<file path="src/rtl/core/dsrd_pkg.sv">
// Shared types and constants for the disk sector run-length decoder.
// No dependencies; imported by every module of the block.
`timescale 1ns / 1ps
`default_nettype none

package dsrd_pkg;

  // Sector buffer size in bytes; bounds bytes_written before overflow
  localparam int unsigned SectorBytes = 256;
  // Bytes in one raw or fill record body
  localparam int unsigned RecordBytes = 256;

  localparam int unsigned ByteW  = 8;
  localparam int unsigned TrackW = 6;
  localparam int unsigned RunW   = 9;
  localparam int unsigned StatW  = 3;
  // Written-byte counter holds 0..SectorBytes
  localparam int unsigned BwW    = $clog2(SectorBytes + 1);
  // Sum of the counter and a run length without wrap
  localparam int unsigned SumW   = ((BwW > RunW) ? BwW : RunW) + 1;

  // Header byte fields
  localparam int unsigned ModeRunBit  = 7;
  localparam int unsigned ModeFillBit = 6;

  typedef enum logic [StatW-1:0] {
    StData     = 3'd0,
    StDone     = 3'd1,
    StMismatch = 3'd2,
    StTrunc    = 3'd3,
    StOverflow = 3'd4
  } status_e;

  // One result word
  typedef struct packed {
    logic [ByteW-1:0] data_value;
    logic [RunW-1:0]  run_length;
    logic [ByteW-1:0] sector_number;
    status_e          status;
    logic             last;
  } result_t;

endpackage

`default_nettype wire

</file>
<file path="src/rtl/core/dsrd_decoder.sv">
// Record parser: header/body state machine, run accounting, result forming.
// Depends on dsrd_pkg.
`timescale 1ns / 1ps
`default_nettype none

module dsrd_decoder (
  input  wire logic                        clk_i,
  input  wire logic                        rst_ni,
  input  wire logic                        cfg_we_i,
  input  wire logic [dsrd_pkg::TrackW-1:0] cfg_track_i,
  input  wire logic                        accept_i,
  input  wire logic [dsrd_pkg::ByteW-1:0]  in_byte_i,
  input  wire logic                        stream_end_i,
  output logic                             res_valid_o,
  output dsrd_pkg::result_t                res_o
);
  import dsrd_pkg::*;

  typedef enum logic [3:0] {
    PhTrack   = 4'd0,
    PhSecRaw  = 4'd1,
    PhSecFill = 4'd2,
    PhSecRun  = 4'd3,
    PhSecBad  = 4'd4,
    PhRaw     = 4'd5,
    PhFill    = 4'd6,
    PhLen     = 4'd7,
    PhEsc     = 4'd8,
    PhBody    = 4'd9,
    PhCount   = 4'd10,
    PhValue   = 4'd11
  } phase_e;

  phase_e            phase_q, phase_d;
  logic [TrackW-1:0] track_q;
  logic [ByteW-1:0]  sector_q, sector_d;
  logic [RunW-1:0]   left_q, left_d;
  logic [ByteW-1:0]  esc_q, esc_d;
  logic [ByteW-1:0]  rcount_q, rcount_d;
  logic [BwW-1:0]    bw_q, bw_d;

  logic              run_emit;
  logic [ByteW-1:0]  run_value;
  logic [RunW-1:0]   run_count;
  logic              run_final;
  logic [RunW-1:0]   left_dec;
  logic [SumW-1:0]   bw_sum;

  // One-byte decrement of the remaining length, held at zero
  assign left_dec = (left_q != '0) ? (left_q - RunW'(1)) : '0;
  assign bw_sum   = SumW'(bw_q) + SumW'(run_count);

  // Parse one word and form its result
  always_comb begin
    phase_d     = phase_q;
    sector_d    = sector_q;
    left_d      = left_q;
    esc_d       = esc_q;
    rcount_d    = rcount_q;
    bw_d        = bw_q;
    run_emit    = 1'b0;
    run_value   = '0;
    run_count   = '0;
    run_final   = 1'b0;
    res_valid_o = 1'b0;
    res_o       = '{data_value: '0, run_length: '0, sector_number: '0,
                    status: StData, last: 1'b0};

    if (accept_i) begin
      if (stream_end_i) begin
        // Truncated record: report and drop back to header search
        if (phase_q != PhTrack) begin
          res_valid_o   = 1'b1;
          res_o.status  = StTrunc;
          res_o.last    = 1'b1;
          if (phase_q == PhSecRaw || phase_q == PhSecFill ||
              phase_q == PhSecRun || phase_q == PhSecBad) begin
            res_o.sector_number = '0;
          end else begin
            res_o.sector_number = sector_q;
          end
          phase_d  = PhTrack;
          left_d   = '0;
          rcount_d = '0;
          bw_d     = '0;
        end
      end else begin
        unique case (phase_q)
          PhTrack: begin
            bw_d = '0;
            if (in_byte_i[TrackW-1:0] != track_q) begin
              phase_d = PhSecBad;
            end else if (in_byte_i[ModeRunBit]) begin
              phase_d = PhSecRun;
            end else if (in_byte_i[ModeFillBit]) begin
              phase_d = PhSecFill;
            end else begin
              phase_d = PhSecRaw;
            end
          end
          PhSecBad: begin
            sector_d            = in_byte_i;
            res_valid_o         = 1'b1;
            res_o.sector_number = in_byte_i;
            res_o.status        = StMismatch;
            res_o.last          = 1'b1;
            phase_d             = PhTrack;
            left_d              = '0;
            rcount_d            = '0;
            bw_d                = '0;
          end
          PhSecRaw: begin
            sector_d = in_byte_i;
            left_d   = RunW'(RecordBytes);
            phase_d  = PhRaw;
          end
          PhSecFill: begin
            sector_d = in_byte_i;
            phase_d  = PhFill;
          end
          PhSecRun: begin
            sector_d = in_byte_i;
            phase_d  = PhLen;
          end
          PhRaw: begin
            left_d    = left_dec;
            run_emit  = 1'b1;
            run_value = in_byte_i;
            run_count = RunW'(1);
            run_final = (left_dec == '0);
          end
          PhFill: begin
            run_emit  = 1'b1;
            run_value = in_byte_i;
            run_count = RunW'(RecordBytes);
            run_final = 1'b1;
          end
          PhLen: begin
            left_d  = RunW'(in_byte_i);
            phase_d = PhEsc;
          end
          PhEsc: begin
            esc_d = in_byte_i;
            if (left_q == '0) begin
              // Empty body ends the record at once
              run_emit  = 1'b1;
              run_final = 1'b1;
            end else begin
              phase_d = PhBody;
            end
          end
          PhBody: begin
            if (in_byte_i == esc_q) begin
              // Escape triple takes three bytes of length, or what is left
              left_d  = (left_q >= RunW'(3)) ? (left_q - RunW'(3)) : '0;
              phase_d = PhCount;
            end else begin
              left_d    = left_dec;
              run_emit  = 1'b1;
              run_value = in_byte_i;
              run_count = RunW'(1);
              run_final = (left_dec == '0);
            end
          end
          PhCount: begin
            rcount_d = in_byte_i;
            phase_d  = PhValue;
          end
          PhValue: begin
            phase_d   = PhBody;
            run_emit  = 1'b1;
            run_value = in_byte_i;
            run_count = RunW'(rcount_q);
            run_final = (left_q == '0);
          end
          default: begin
            phase_d  = PhTrack;
            left_d   = '0;
            rcount_d = '0;
            bw_d     = '0;
          end
        endcase

        // Account the run against the sector buffer
        if (run_emit) begin
          res_valid_o         = 1'b1;
          res_o.data_value    = run_value;
          res_o.run_length    = run_count;
          res_o.sector_number = sector_q;
          res_o.last          = run_final;
          if (bw_sum > SumW'(SectorBytes)) begin
            res_o.status = StOverflow;
            bw_d         = BwW'(SectorBytes);
          end else begin
            res_o.status = run_final ? StDone : StData;
            bw_d         = bw_sum[BwW-1:0];
          end
          if (run_final) begin
            phase_d  = PhTrack;
            left_d   = '0;
            rcount_d = '0;
            bw_d     = '0;
          end
        end
      end
    end
  end

  // Hold parser state and the track register
  always_ff @(posedge clk_i or negedge rst_ni) begin
    if (!rst_ni) begin
      phase_q  <= PhTrack;
      track_q  <= '0;
      sector_q <= '0;
      left_q   <= '0;
      esc_q    <= '0;
      rcount_q <= '0;
      bw_q     <= '0;
    end else begin
      phase_q  <= phase_d;
      sector_q <= sector_d;
      left_q   <= left_d;
      esc_q    <= esc_d;
      rcount_q <= rcount_d;
      bw_q     <= bw_d;
      if (cfg_we_i) begin
        track_q <= cfg_track_i;
      end
    end
  end

endmodule

`default_nettype wire

</file>
<file path="src/rtl/core/dsrd_out_buffer.sv">
// Two-entry result buffer between the parser and the output channel.
// Depends on dsrd_pkg.
`timescale 1ns / 1ps
`default_nettype none

module dsrd_out_buffer (
  input  wire logic              clk_i,
  input  wire logic              rst_ni,
  input  wire logic              push_i,
  input  wire dsrd_pkg::result_t push_data_i,
  output logic                   full_o,
  output logic                   out_valid_o,
  input  wire logic              out_stall_i,
  output dsrd_pkg::result_t      out_data_o
);
  import dsrd_pkg::*;

  result_t     mem_q [2];
  logic        wr_q, rd_q;
  logic [1:0]  count_q, count_d;
  logic        pop;

  assign out_valid_o = (count_q != 2'd0);
  assign full_o      = (count_q == 2'd2);
  assign pop         = out_valid_o && !out_stall_i;
  assign out_data_o  = mem_q[rd_q];

  // Track occupancy
  always_comb begin
    count_d = count_q;
    if (push_i && !pop) begin
      count_d = count_q + 2'd1;
    end else if (!push_i && pop) begin
      count_d = count_q - 2'd1;
    end
  end

  // Advance pointers and count
  always_ff @(posedge clk_i or negedge rst_ni) begin
    if (!rst_ni) begin
      wr_q    <= 1'b0;
      rd_q    <= 1'b0;
      count_q <= 2'd0;
    end else begin
      count_q <= count_d;
      if (push_i) begin
        wr_q <= ~wr_q;
      end
      if (pop) begin
        rd_q <= ~rd_q;
      end
    end
  end

  // Store result words
  always_ff @(posedge clk_i) begin
    if (push_i) begin
      mem_q[wr_q] <= push_data_i;
    end
  end

endmodule

`default_nettype wire

</file>
<file path="src/rtl/core/disk_sector_rle_decoder_top.sv">
// Disk sector run-length decoder, top level: parser plus output buffer.
// A result word is formed combinationally and registered in the output buffer.
// Throughput: one input word per cycle; the input stalls only while both
// result buffer entries are occupied.
// Reset (async, active low) returns to header search with expected track 0.
// Depends on dsrd_pkg, dsrd_decoder and dsrd_out_buffer.
`timescale 1ns / 1ps
`default_nettype none

module disk_sector_rle_decoder_top (
  input  wire logic                        clk_i,
  input  wire logic                        rst_ni,
  input  wire logic                        expected_track_we_i,
  input  wire logic [dsrd_pkg::TrackW-1:0] expected_track_i,
  input  wire logic                        in_valid_i,
  output logic                             in_stall_o,
  input  wire logic [dsrd_pkg::ByteW-1:0]  in_byte_i,
  input  wire logic                        stream_end_i,
  output logic                             out_valid_o,
  input  wire logic                        out_stall_i,
  output logic [dsrd_pkg::ByteW-1:0]       data_value_o,
  output logic [dsrd_pkg::RunW-1:0]        run_length_o,
  output logic [dsrd_pkg::ByteW-1:0]       sector_number_o,
  output logic [dsrd_pkg::StatW-1:0]       status_o,
  output logic                             last_o
);
  import dsrd_pkg::*;

  logic    buf_full;
  logic    accept;
  logic    res_valid;
  result_t res;
  result_t out_word;

  // Take a word whenever the buffer has room
  assign in_stall_o = buf_full;
  assign accept     = in_valid_i && !buf_full;

  dsrd_decoder u_decoder (
    .clk_i        (clk_i),
    .rst_ni       (rst_ni),
    .cfg_we_i     (expected_track_we_i),
    .cfg_track_i  (expected_track_i),
    .accept_i     (accept),
    .in_byte_i    (in_byte_i),
    .stream_end_i (stream_end_i),
    .res_valid_o  (res_valid),
    .res_o        (res)
  );

  dsrd_out_buffer u_out_buffer (
    .clk_i       (clk_i),
    .rst_ni      (rst_ni),
    .push_i      (res_valid),
    .push_data_i (res),
    .full_o      (buf_full),
    .out_valid_o (out_valid_o),
    .out_stall_i (out_stall_i),
    .out_data_o  (out_word)
  );

  assign data_value_o    = out_word.data_value;
  assign run_length_o    = out_word.run_length;
  assign sector_number_o = out_word.sector_number;
  assign status_o        = out_word.status;
  assign last_o          = out_word.last;

endmodule

`default_nettype wire

</file>
<file path="config.mk">
export PLATFORM = sky130hd
export DESIGN_NAME = disk_sector_rle_decoder_top
export DESIGN_NICKNAME = d
export VERILOG_FILES = /design/src/rtl/core/dsrd_pkg.sv /design/src/rtl/core/dsrd_decoder.sv /design/src/rtl/core/dsrd_out_buffer.sv /design/src/rtl/core/disk_sector_rle_decoder_top.sv
export SDC_FILE = /design/constraint.sdc
export NUM_CORES = 1
export LEC_CHECK = 0
export BUFFER_PORTS_ARGS = -buffer_cell sky130_fd_sc_hd__buf_4
export CAP_MARGIN = 20
export CORE_UTILIZATION = 45
export CTS_CLUSTER_SIZE = 16
export DETAILED_ROUTE_END_ITERATION = 7
export GPL_TIMING_DRIVEN = 0
export PLACE_DENSITY = 0.64
export SLEW_MARGIN = 5
export SYNTH_ARGS = -nofsm -noshare
export SYNTH_HDL_FRONTEND = slang
export SYNTH_SLANG_ARGS = --single-unit
export TNS_END_PERCENT = 30
</file>
<file path="constraint.sdc">
create_clock -name clk_i -period 4.84 [get_ports clk_i]
set_input_delay 0.968 -clock clk_i [delete_from_list [all_inputs] [get_ports clk_i]]
set_output_delay 0.968 -clock clk_i [all_outputs]
set_load 0.01 [all_outputs]
</file>
# Word-level counts from Yosys, hierarchy flattened
# Memory sizes are Yosys's and may differ from the RTL's.
# Index checks and enable logic that the tools add are counted.
totals:
  register_bits: 56
  elab_cells: 126
  mem_count: 1
  inputBits: 20
  out_inout_bits: 31
  mem_bits_rw: 58
mem_list:
  columns: ["name", "depth", "width", "read_ports", "rd_ports_with_merged_regs", "write_ports", "line_no", "text"]
  rows:
  - ["u_out_buffer.mem_q", 2, 29, 1, 0, 1, "dsrd_out_buffer.sv:18", "result_t mem_q [2];"]
classes:
  reduce_logical: 28
  add_sub_neg: 5
  n_eq_ne: 16
  n_lt_le_gt_ge: 2
  mux: 61
  bitwise_logic: 3
op_table:
  columns: ["operator", "count"]
  rows:
  - ["$mux W9", 14]
  - ["$mux W29", 2]
  - ["$mux W8", 6]
  - ["$pmux W9 S5", 1]
  - ["$pmux W4 S10", 1]
  - ["$mux W12", 3]
  - ["$pmux W9 S4", 1]
  - ["$mux W4", 8]
  - ["$pmux W8 S2", 2]
  - ["$reduce_or A10 Y1", 2]
  - ["$logic_not A9 Y1", 2]
  - ["$mux W17", 1]
  - ["$eq A4 B3 Y1 const B", 4]
  - ["$eq A4 B4 Y1 const B", 4]
  - ["$mux W1", 16]
  - ["$add A9 B9 Y10", 1]
  - ["$gt A10 B9 Y1 const B", 1]
  - ["$ge A9 B2 Y1 const B", 1]
  - ["$reduce_and A3 Y1", 3]
  - ["$reduce_bool A9 Y1", 1]
  - ["$sub A9 B1 Y9 const B", 1]
  - ["$sub A9 B2 Y9 const B", 1]
  - ["$eq A4 B2 Y1 const B", 2]
  - ["$eq A8 B8 Y1", 1]
  - ["other kinds (23)", 36]

# Logic depth before layout (Yosys ltp)
logic_depth:
  word_depth: 12
  mapped_depth: 16
  ltp_nobuf: 15

# Modules after synthesis
# From an unflattened synthesis, not the netlist that was laid out.
hier_totals:
  cells_unflattened: 544
  area_unflattened_um2: 6303.5
by_module_without_submodules:
  columns: ["mod", "cells_each", "area_each_um2", "instances"]
  rows:
  - ["dsrd_decoder", 437, 3983.8, 1]
  - ["dsrd_out_buffer", 106, 2306.0, 1]
  - ["disk_sector_rle_decoder_top", 1, 13.8, 1]

# Least setup slack after synthesis
# Ideal clock, no wire load.
synth_path:
  kind: "input -> register"
  start: "input in_byte_i[2] in the netlist's numbering"
  end: "register u_decoder.bw_q[0]"
  n_path_buf: 1
  slack_ps: 310
  arrival_ps: 4464
  setup_time_ps: 66
  stages: 15
  path_cell_list: "clkbuf_1 > xnor2_1 > nand4_1 > nor2_1 > nor2_1 > nor3_1 > a211oi_1 > ha_1 > fa_1 > xor2_1 > or4_1 > or3_1 > o41ai_1 > nor4b_4 > a22o_1"
synth_between:
  elab_chain_cells: 11
  word_cells_on_any_way: 21
  cone_classes: "add/sub: 1; order compare: 1; eq/ne: 2; mux: 16; reduce/logical: 1"
synth_rtl:
  columns: ["item", "line_no", "text"]
  rows:
  - ["from (decl)", "disk_sector_rle_decoder_top.sv:17", "input wire logic [dsrd_pkg::ByteW-1:0] in_byte_i,"]
  - ["$eq A8 B8 Y1 *", "dsrd_decoder.sv:153", "if (in_byte_i == esc_q) begin"]
  - ["$mux W1", "dsrd_decoder.sv:153", null]
  - ["$pmux W9 S4", "dsrd_decoder.sv:88", "unique case (phase_q)"]
  - ["$mux W9", "dsrd_decoder.sv:70", "if (stream_end_i) begin"]
  - ["$mux W9", "dsrd_decoder.sv:69", "if (accept_i) begin"]
  - ["$add A9 B9 Y10", "dsrd_decoder.sv:51", "assign bw_sum = SumW'(bw_q) + SumW'(run_count);"]
  - ["$gt A10 B9 Y1", "dsrd_decoder.sv:191", "if (bw_sum > SumW'(SectorBytes)) begin"]
  - ["$mux W9", "dsrd_decoder.sv:191", null]
  - ["$mux W9", "dsrd_decoder.sv:198", "if (run_final) begin"]
  - ["$mux W9", "dsrd_decoder.sv:185", "if (run_emit) begin"]
  - ["$mux W9", "dsrd_decoder.sv:70", null]
  - ["to (signal assigned)", "dsrd_decoder.sv:225", "bw_q <= bw_d;"]
  - ["to (decl)", "dsrd_decoder.sv:40", "logic [BwW-1:0] bw_q, bw_d;"]
# Every way passes the cells marked *; elsewhere a longest branch is shown, timed or not. The select of a mux whose other input is x is not followed.
# A chain may end at the register's enable or synchronous reset.

==> impl_metrics.py <==
metrics = {
    "place": {
        "dp_hpwl_mm": 9.84,
        "dp_cells": 751,
        "routabilityCongestion": 0.945,
        "port-buffer-count": 40,
    },
    "pwr": {
        "swShare": 0.290,
        "intPower_w": 0.00236,
        "peakVddDrop_mv": 0.296,
        "pwr-share-clk": 0.394,
        "p_comb_frac": 0.243,
        "power_density_nw_per_um2": 450,
        "pwr-share-seq": 0.363,
        "p_switching_w": 0.000964,
        "p_leak_nw": 3.00,
    },
    "layout": {
        "final_cells": 783,
        "most-common-layout-cells": "edfxtp_1, dfrtp_1, mux2_2, buf_4",
        "area_growth_pct": 19.1,
        "mostFrequentLayoutCell": "edfxtp_1",
        "antenna_cells": 0,
        "final_nets": 627,
        "drive_above_1_share": 0.267,
    },
    "worst_setup_path": {
        "r2r_cells": 12,
        "crit_arrival_ns": 4.82,
        "critical_path_class": "input pin to flop",
        "slowest_delay_ns": 0.72,
        "critPathRequiredTime_ns": 5.01,
        "reg2reg_from": "u_out_buffer.count_q[0]$_DFFE_PN0P_",
        "regToRegSetupSlack_ns": 0.43,
        "cp_common_cell": "nor3_1",
        "worstReg2RegEnd": "u_out_buffer.mem_q[1][1]$_DFFE_PP_",
        "end_kind": "flop",
        "worstPathMaxFanout": 8,
        "cpMaxStageDelayCell": "o31ai_1",
        "path_cells": "clkbuf_2 -> xnor2_1 -> nand4_1 -> nor2_2 -> nor2_1 -> nor3_1 -> a211oi_1 -> ha_1 -> fa_1 -> a21oi_1 -> or4_1 -> nor3_1 -> o31ai_1 -> o41ai_4 -> a32o_1",
        "critical_path.startpoint_type": "input pin",
    },
    "grt": {
        "grt_pass1_vias": 4557,
        "grt_overflow": 0,
        "grtUsageTotal": 0.225,
        "grt_max_degree": 57,
        "grt_pass1_wl_mm": 24.1,
        "antenna_found_initial": 0,
    },
    "timing": {
        "clock_skew_ns": 0.0154,
        "final.setup.tns_ns": 0,
        "slew_headroom": 0.361,
        "fmax_mhz": 215,
        "drv_slew": 0,
        "period_share": 0.960,
        "fin_crit_ns": 4.65,
        "worst_slew_pin_slew_ns": 0.956,
        "setup_viol": 0,
        "finalHoldViolCount": 0,
    },
    "floorplanning": {
        "core_um2": 13300,
        "fp.dieH_um": 119,
        "die_area_um2": 14200,
        "io-pin-count": 51,
        "placement_rows": 42,
        "start_util": 0.464,
        "die_w_um": 119,
    },
    "clock_tree": {
        "cts_buffer_depth": 2,
        "root_buffer": "clkbuf_16",
        "cts_hold_buf": 0,
        "clk_pin_slew_ns": 0.06,
        "insertion_delay_ns": 0.43,
        "post_cts_buffers": 0,
        "cts_tree": "done",
        "cts_buffers": 17,
        "cts-resized-gates": 9,
        "htree_levels": 4,
        "cts_sinks": 114,
    },
    "routing": {
        "drt-initial-drc-count": 433,
        "drt-total-wl_mm": 14.7,
        "wire_per_inst_um": 18.8,
        "vias": 4539,
        "drc": 0,
        "dr.pass1.iters": 5,
        "via_per_inst": 5.80,
        "antenna_left": 0,
    },
    "logic_synthesis": {
        "syn-num-nets": 568,
        "syn_area_um2": 6190,
        "synth_cells": 535,
        "ys_ff_latch": 114,
        "yosys.cell_types.count": 66,
        "syn-mean-instance-area_um2": 11.6,
        "ys_async_sr_fraction": 0.491,
        "yosysWarnings": 0,
        "netlist.area_leader.share": 0.281,
        "synth_ff_type": "edfxtp_1",
        "synth_largest_area_cell": "edfxtp_1",
        "synth_edf_count": 58,
        "synth-seq-area-share": 0.508,
        "synthTopCellsByArea": "edfxtp_1, dfrtp_1, mux2_2",
    },
    "worst_hold_path": {
        "hold_end": "u_decoder.bw_q[8]$_DFFE_PN0P_",
        "hp-class": "flop to flop",
        "hold_depth": 1,
        "min_from": "u_decoder.bw_q[8]$_DFFE_PN0P_",
    },
    "run_status": {
        "outcome": "finished, final reports clean",
    },
    "job": {
        "maxCapViolCount": 0,
    },
}
-- per-layer routing --
| layer | track usage | wire [um] | share of wire | vias up |
|---|---|---|---|---|
| li1 | - | - | - | 2133 |
| met2 | 0.347 | 6940 | 0.47 | 135 |
| met1 | 0.297 | 6760 | 0.46 | 2245 |
| met5 | 0 | 0 | 0 | - |
| met4 | 0.101 | 365 | 0.025 | 0 |
| met3 | 0.0580 | 655 | 0.045 | 26 |
-- synthesized netlist by cell type (2+ instances only) --
master	count
or3_1	3
a221o_1	5
nor4_1	2
nand3_1	5
buf_2	4
nor3_1	15
a211oi_1	5
edfxtp_1	58
a22oi_1	2
xor2_1	9
dfrtp_1	56
o31ai_1	4
buf_6	4
o21ai_4	2
a32o_1	4
a211o_1	2
nand2_1	29
a21o_1	5
and3_1	2
a21oi_1	29
nor2_1	23
inv_1	10
nand4_1	3
xnor2_1	21
and2_1	26
clkbuf_1	27
o41ai_1	3
ha_1	12
o21ai_0	17
mux2_2	51
nor2b_1	5
mux2i_1	3
o2bb2ai_1	2
or2_2	4
nand2b_1	5
a31oi_1	7
or4_1	4
a32oi_1	2
o211ai_1	12
buf_1	3
a22o_1	25
-- how the worst max path moves through the flow --
stage	start	slack, ns	endpoint
floorplan	in_byte_i[2]	0.31	u_decoder.bw_q[0]$_DFFE_PN0P_
global placement	in_byte_i[5]	-0.79	u_decoder.bw_q[1]$_DFFE_PN0P_
detailed placement	in_byte_i[5]	-0.84	u_decoder.bw_q[1]$_DFFE_PN0P_
CTS	in_byte_i[3]	0.12	u_decoder.bw_q[1]$_DFFE_PN0P_
global route	in_byte_i[4]	-0.03	u_out_buffer.mem_q[0][1]$_DFFE_PP_
finish	in_byte_i[5]	0.19	u_out_buffer.mem_q[1][1]$_DFFE_PP_
-- power by group through the flow --
| stage | Sequential [W] | Combinational [W] | Clock [W] |
|---|---|---|---|
| 2_1_floorplan | 0.00121 | 0.000523 | 0 |
| 3_3_place_gp | 0.00121 | 0.000792 | 0 |
| 3_5_place_dp | 0.00122 | 0.000805 | 0 |
| 4_1_cts | 0.00120 | 0.000811 | 0.00133 |
| 5_1_grt | 0.00122 | 0.000876 | 0.00137 |
| 6_report | 0.00121 | 0.000807 | 0.00131 |
-- worst max-delay path, delay by kind of cell --
family                   cells  cell delay [ns]
AO/OA/AOI/OAI                5             1.73
XOR/XNOR                     1             0.16
adder cells (fa/ha/maj)      2             0.69
buffers and inverters        1             0.30
AND/OR/NAND/NOR              6             0.95
-- flip-flops by register name (all words and copies together), names as in the netlist --
signal,flops
u_decoder.esc_q,8
u_decoder.rcount_q,8
u_out_buffer.count_q,2
u_decoder.track_q,6
u_out_buffer.rd_q,1
u_decoder.sector_q,8
u_decoder.phase_q,4
u_out_buffer.wr_q,1
u_out_buffer.mem_q,58
u_decoder.left_q,9
u_decoder.bw_q,9
-- area by class of cell --
cell class	count	area, um^2
multi-input combinational	372	2860
clock buffer	20	467
sequential	114	3140
timing repair buffer	40	300
fill	1165	5970
buffer	39	193
clock inverter	12	155
tap	176	220
inverter	10	37.5
-- cells by family (layout without fill, tap and decap cells) --
group,count (synthesis),in the layout,share of synthesized area
AOI/OAI and AO/OA,138,138,0.164
xor gates and xnor gates,30,30,0.0424
adders and majority gates,13,13,0.0275
buffers and inverters,49,121,0.0356
DFF,114,114,0.508
muxes,54,54,0.0976
and+or+nand+nor,137,137,0.125
-- through the flow --
stage / setup slack (ns) / power, W / util / hold WS, ns / area, um^2
6_report: 0.193 / 0.00332 / 0.552 / 0.515 / 7370
5_1_grt: -0.0279 / 0.00347 / 0.552 / 0.533 / 7370
4_1_cts: 0.120 / 0.00334 / 0.551 / 0.514 / 7360
3_5_place_dp: -0.838 / 0.00203 / 0.504 / 0.497 / 6720
3_3_place_gp: -0.791 / 0.00201 / 0.503 / 0.468 / 6710
2_1_floorplan: 0.310 / 0.00173 / - / 0.455 / 6190
No activity file was read; power rests on OpenSTA's default activity.
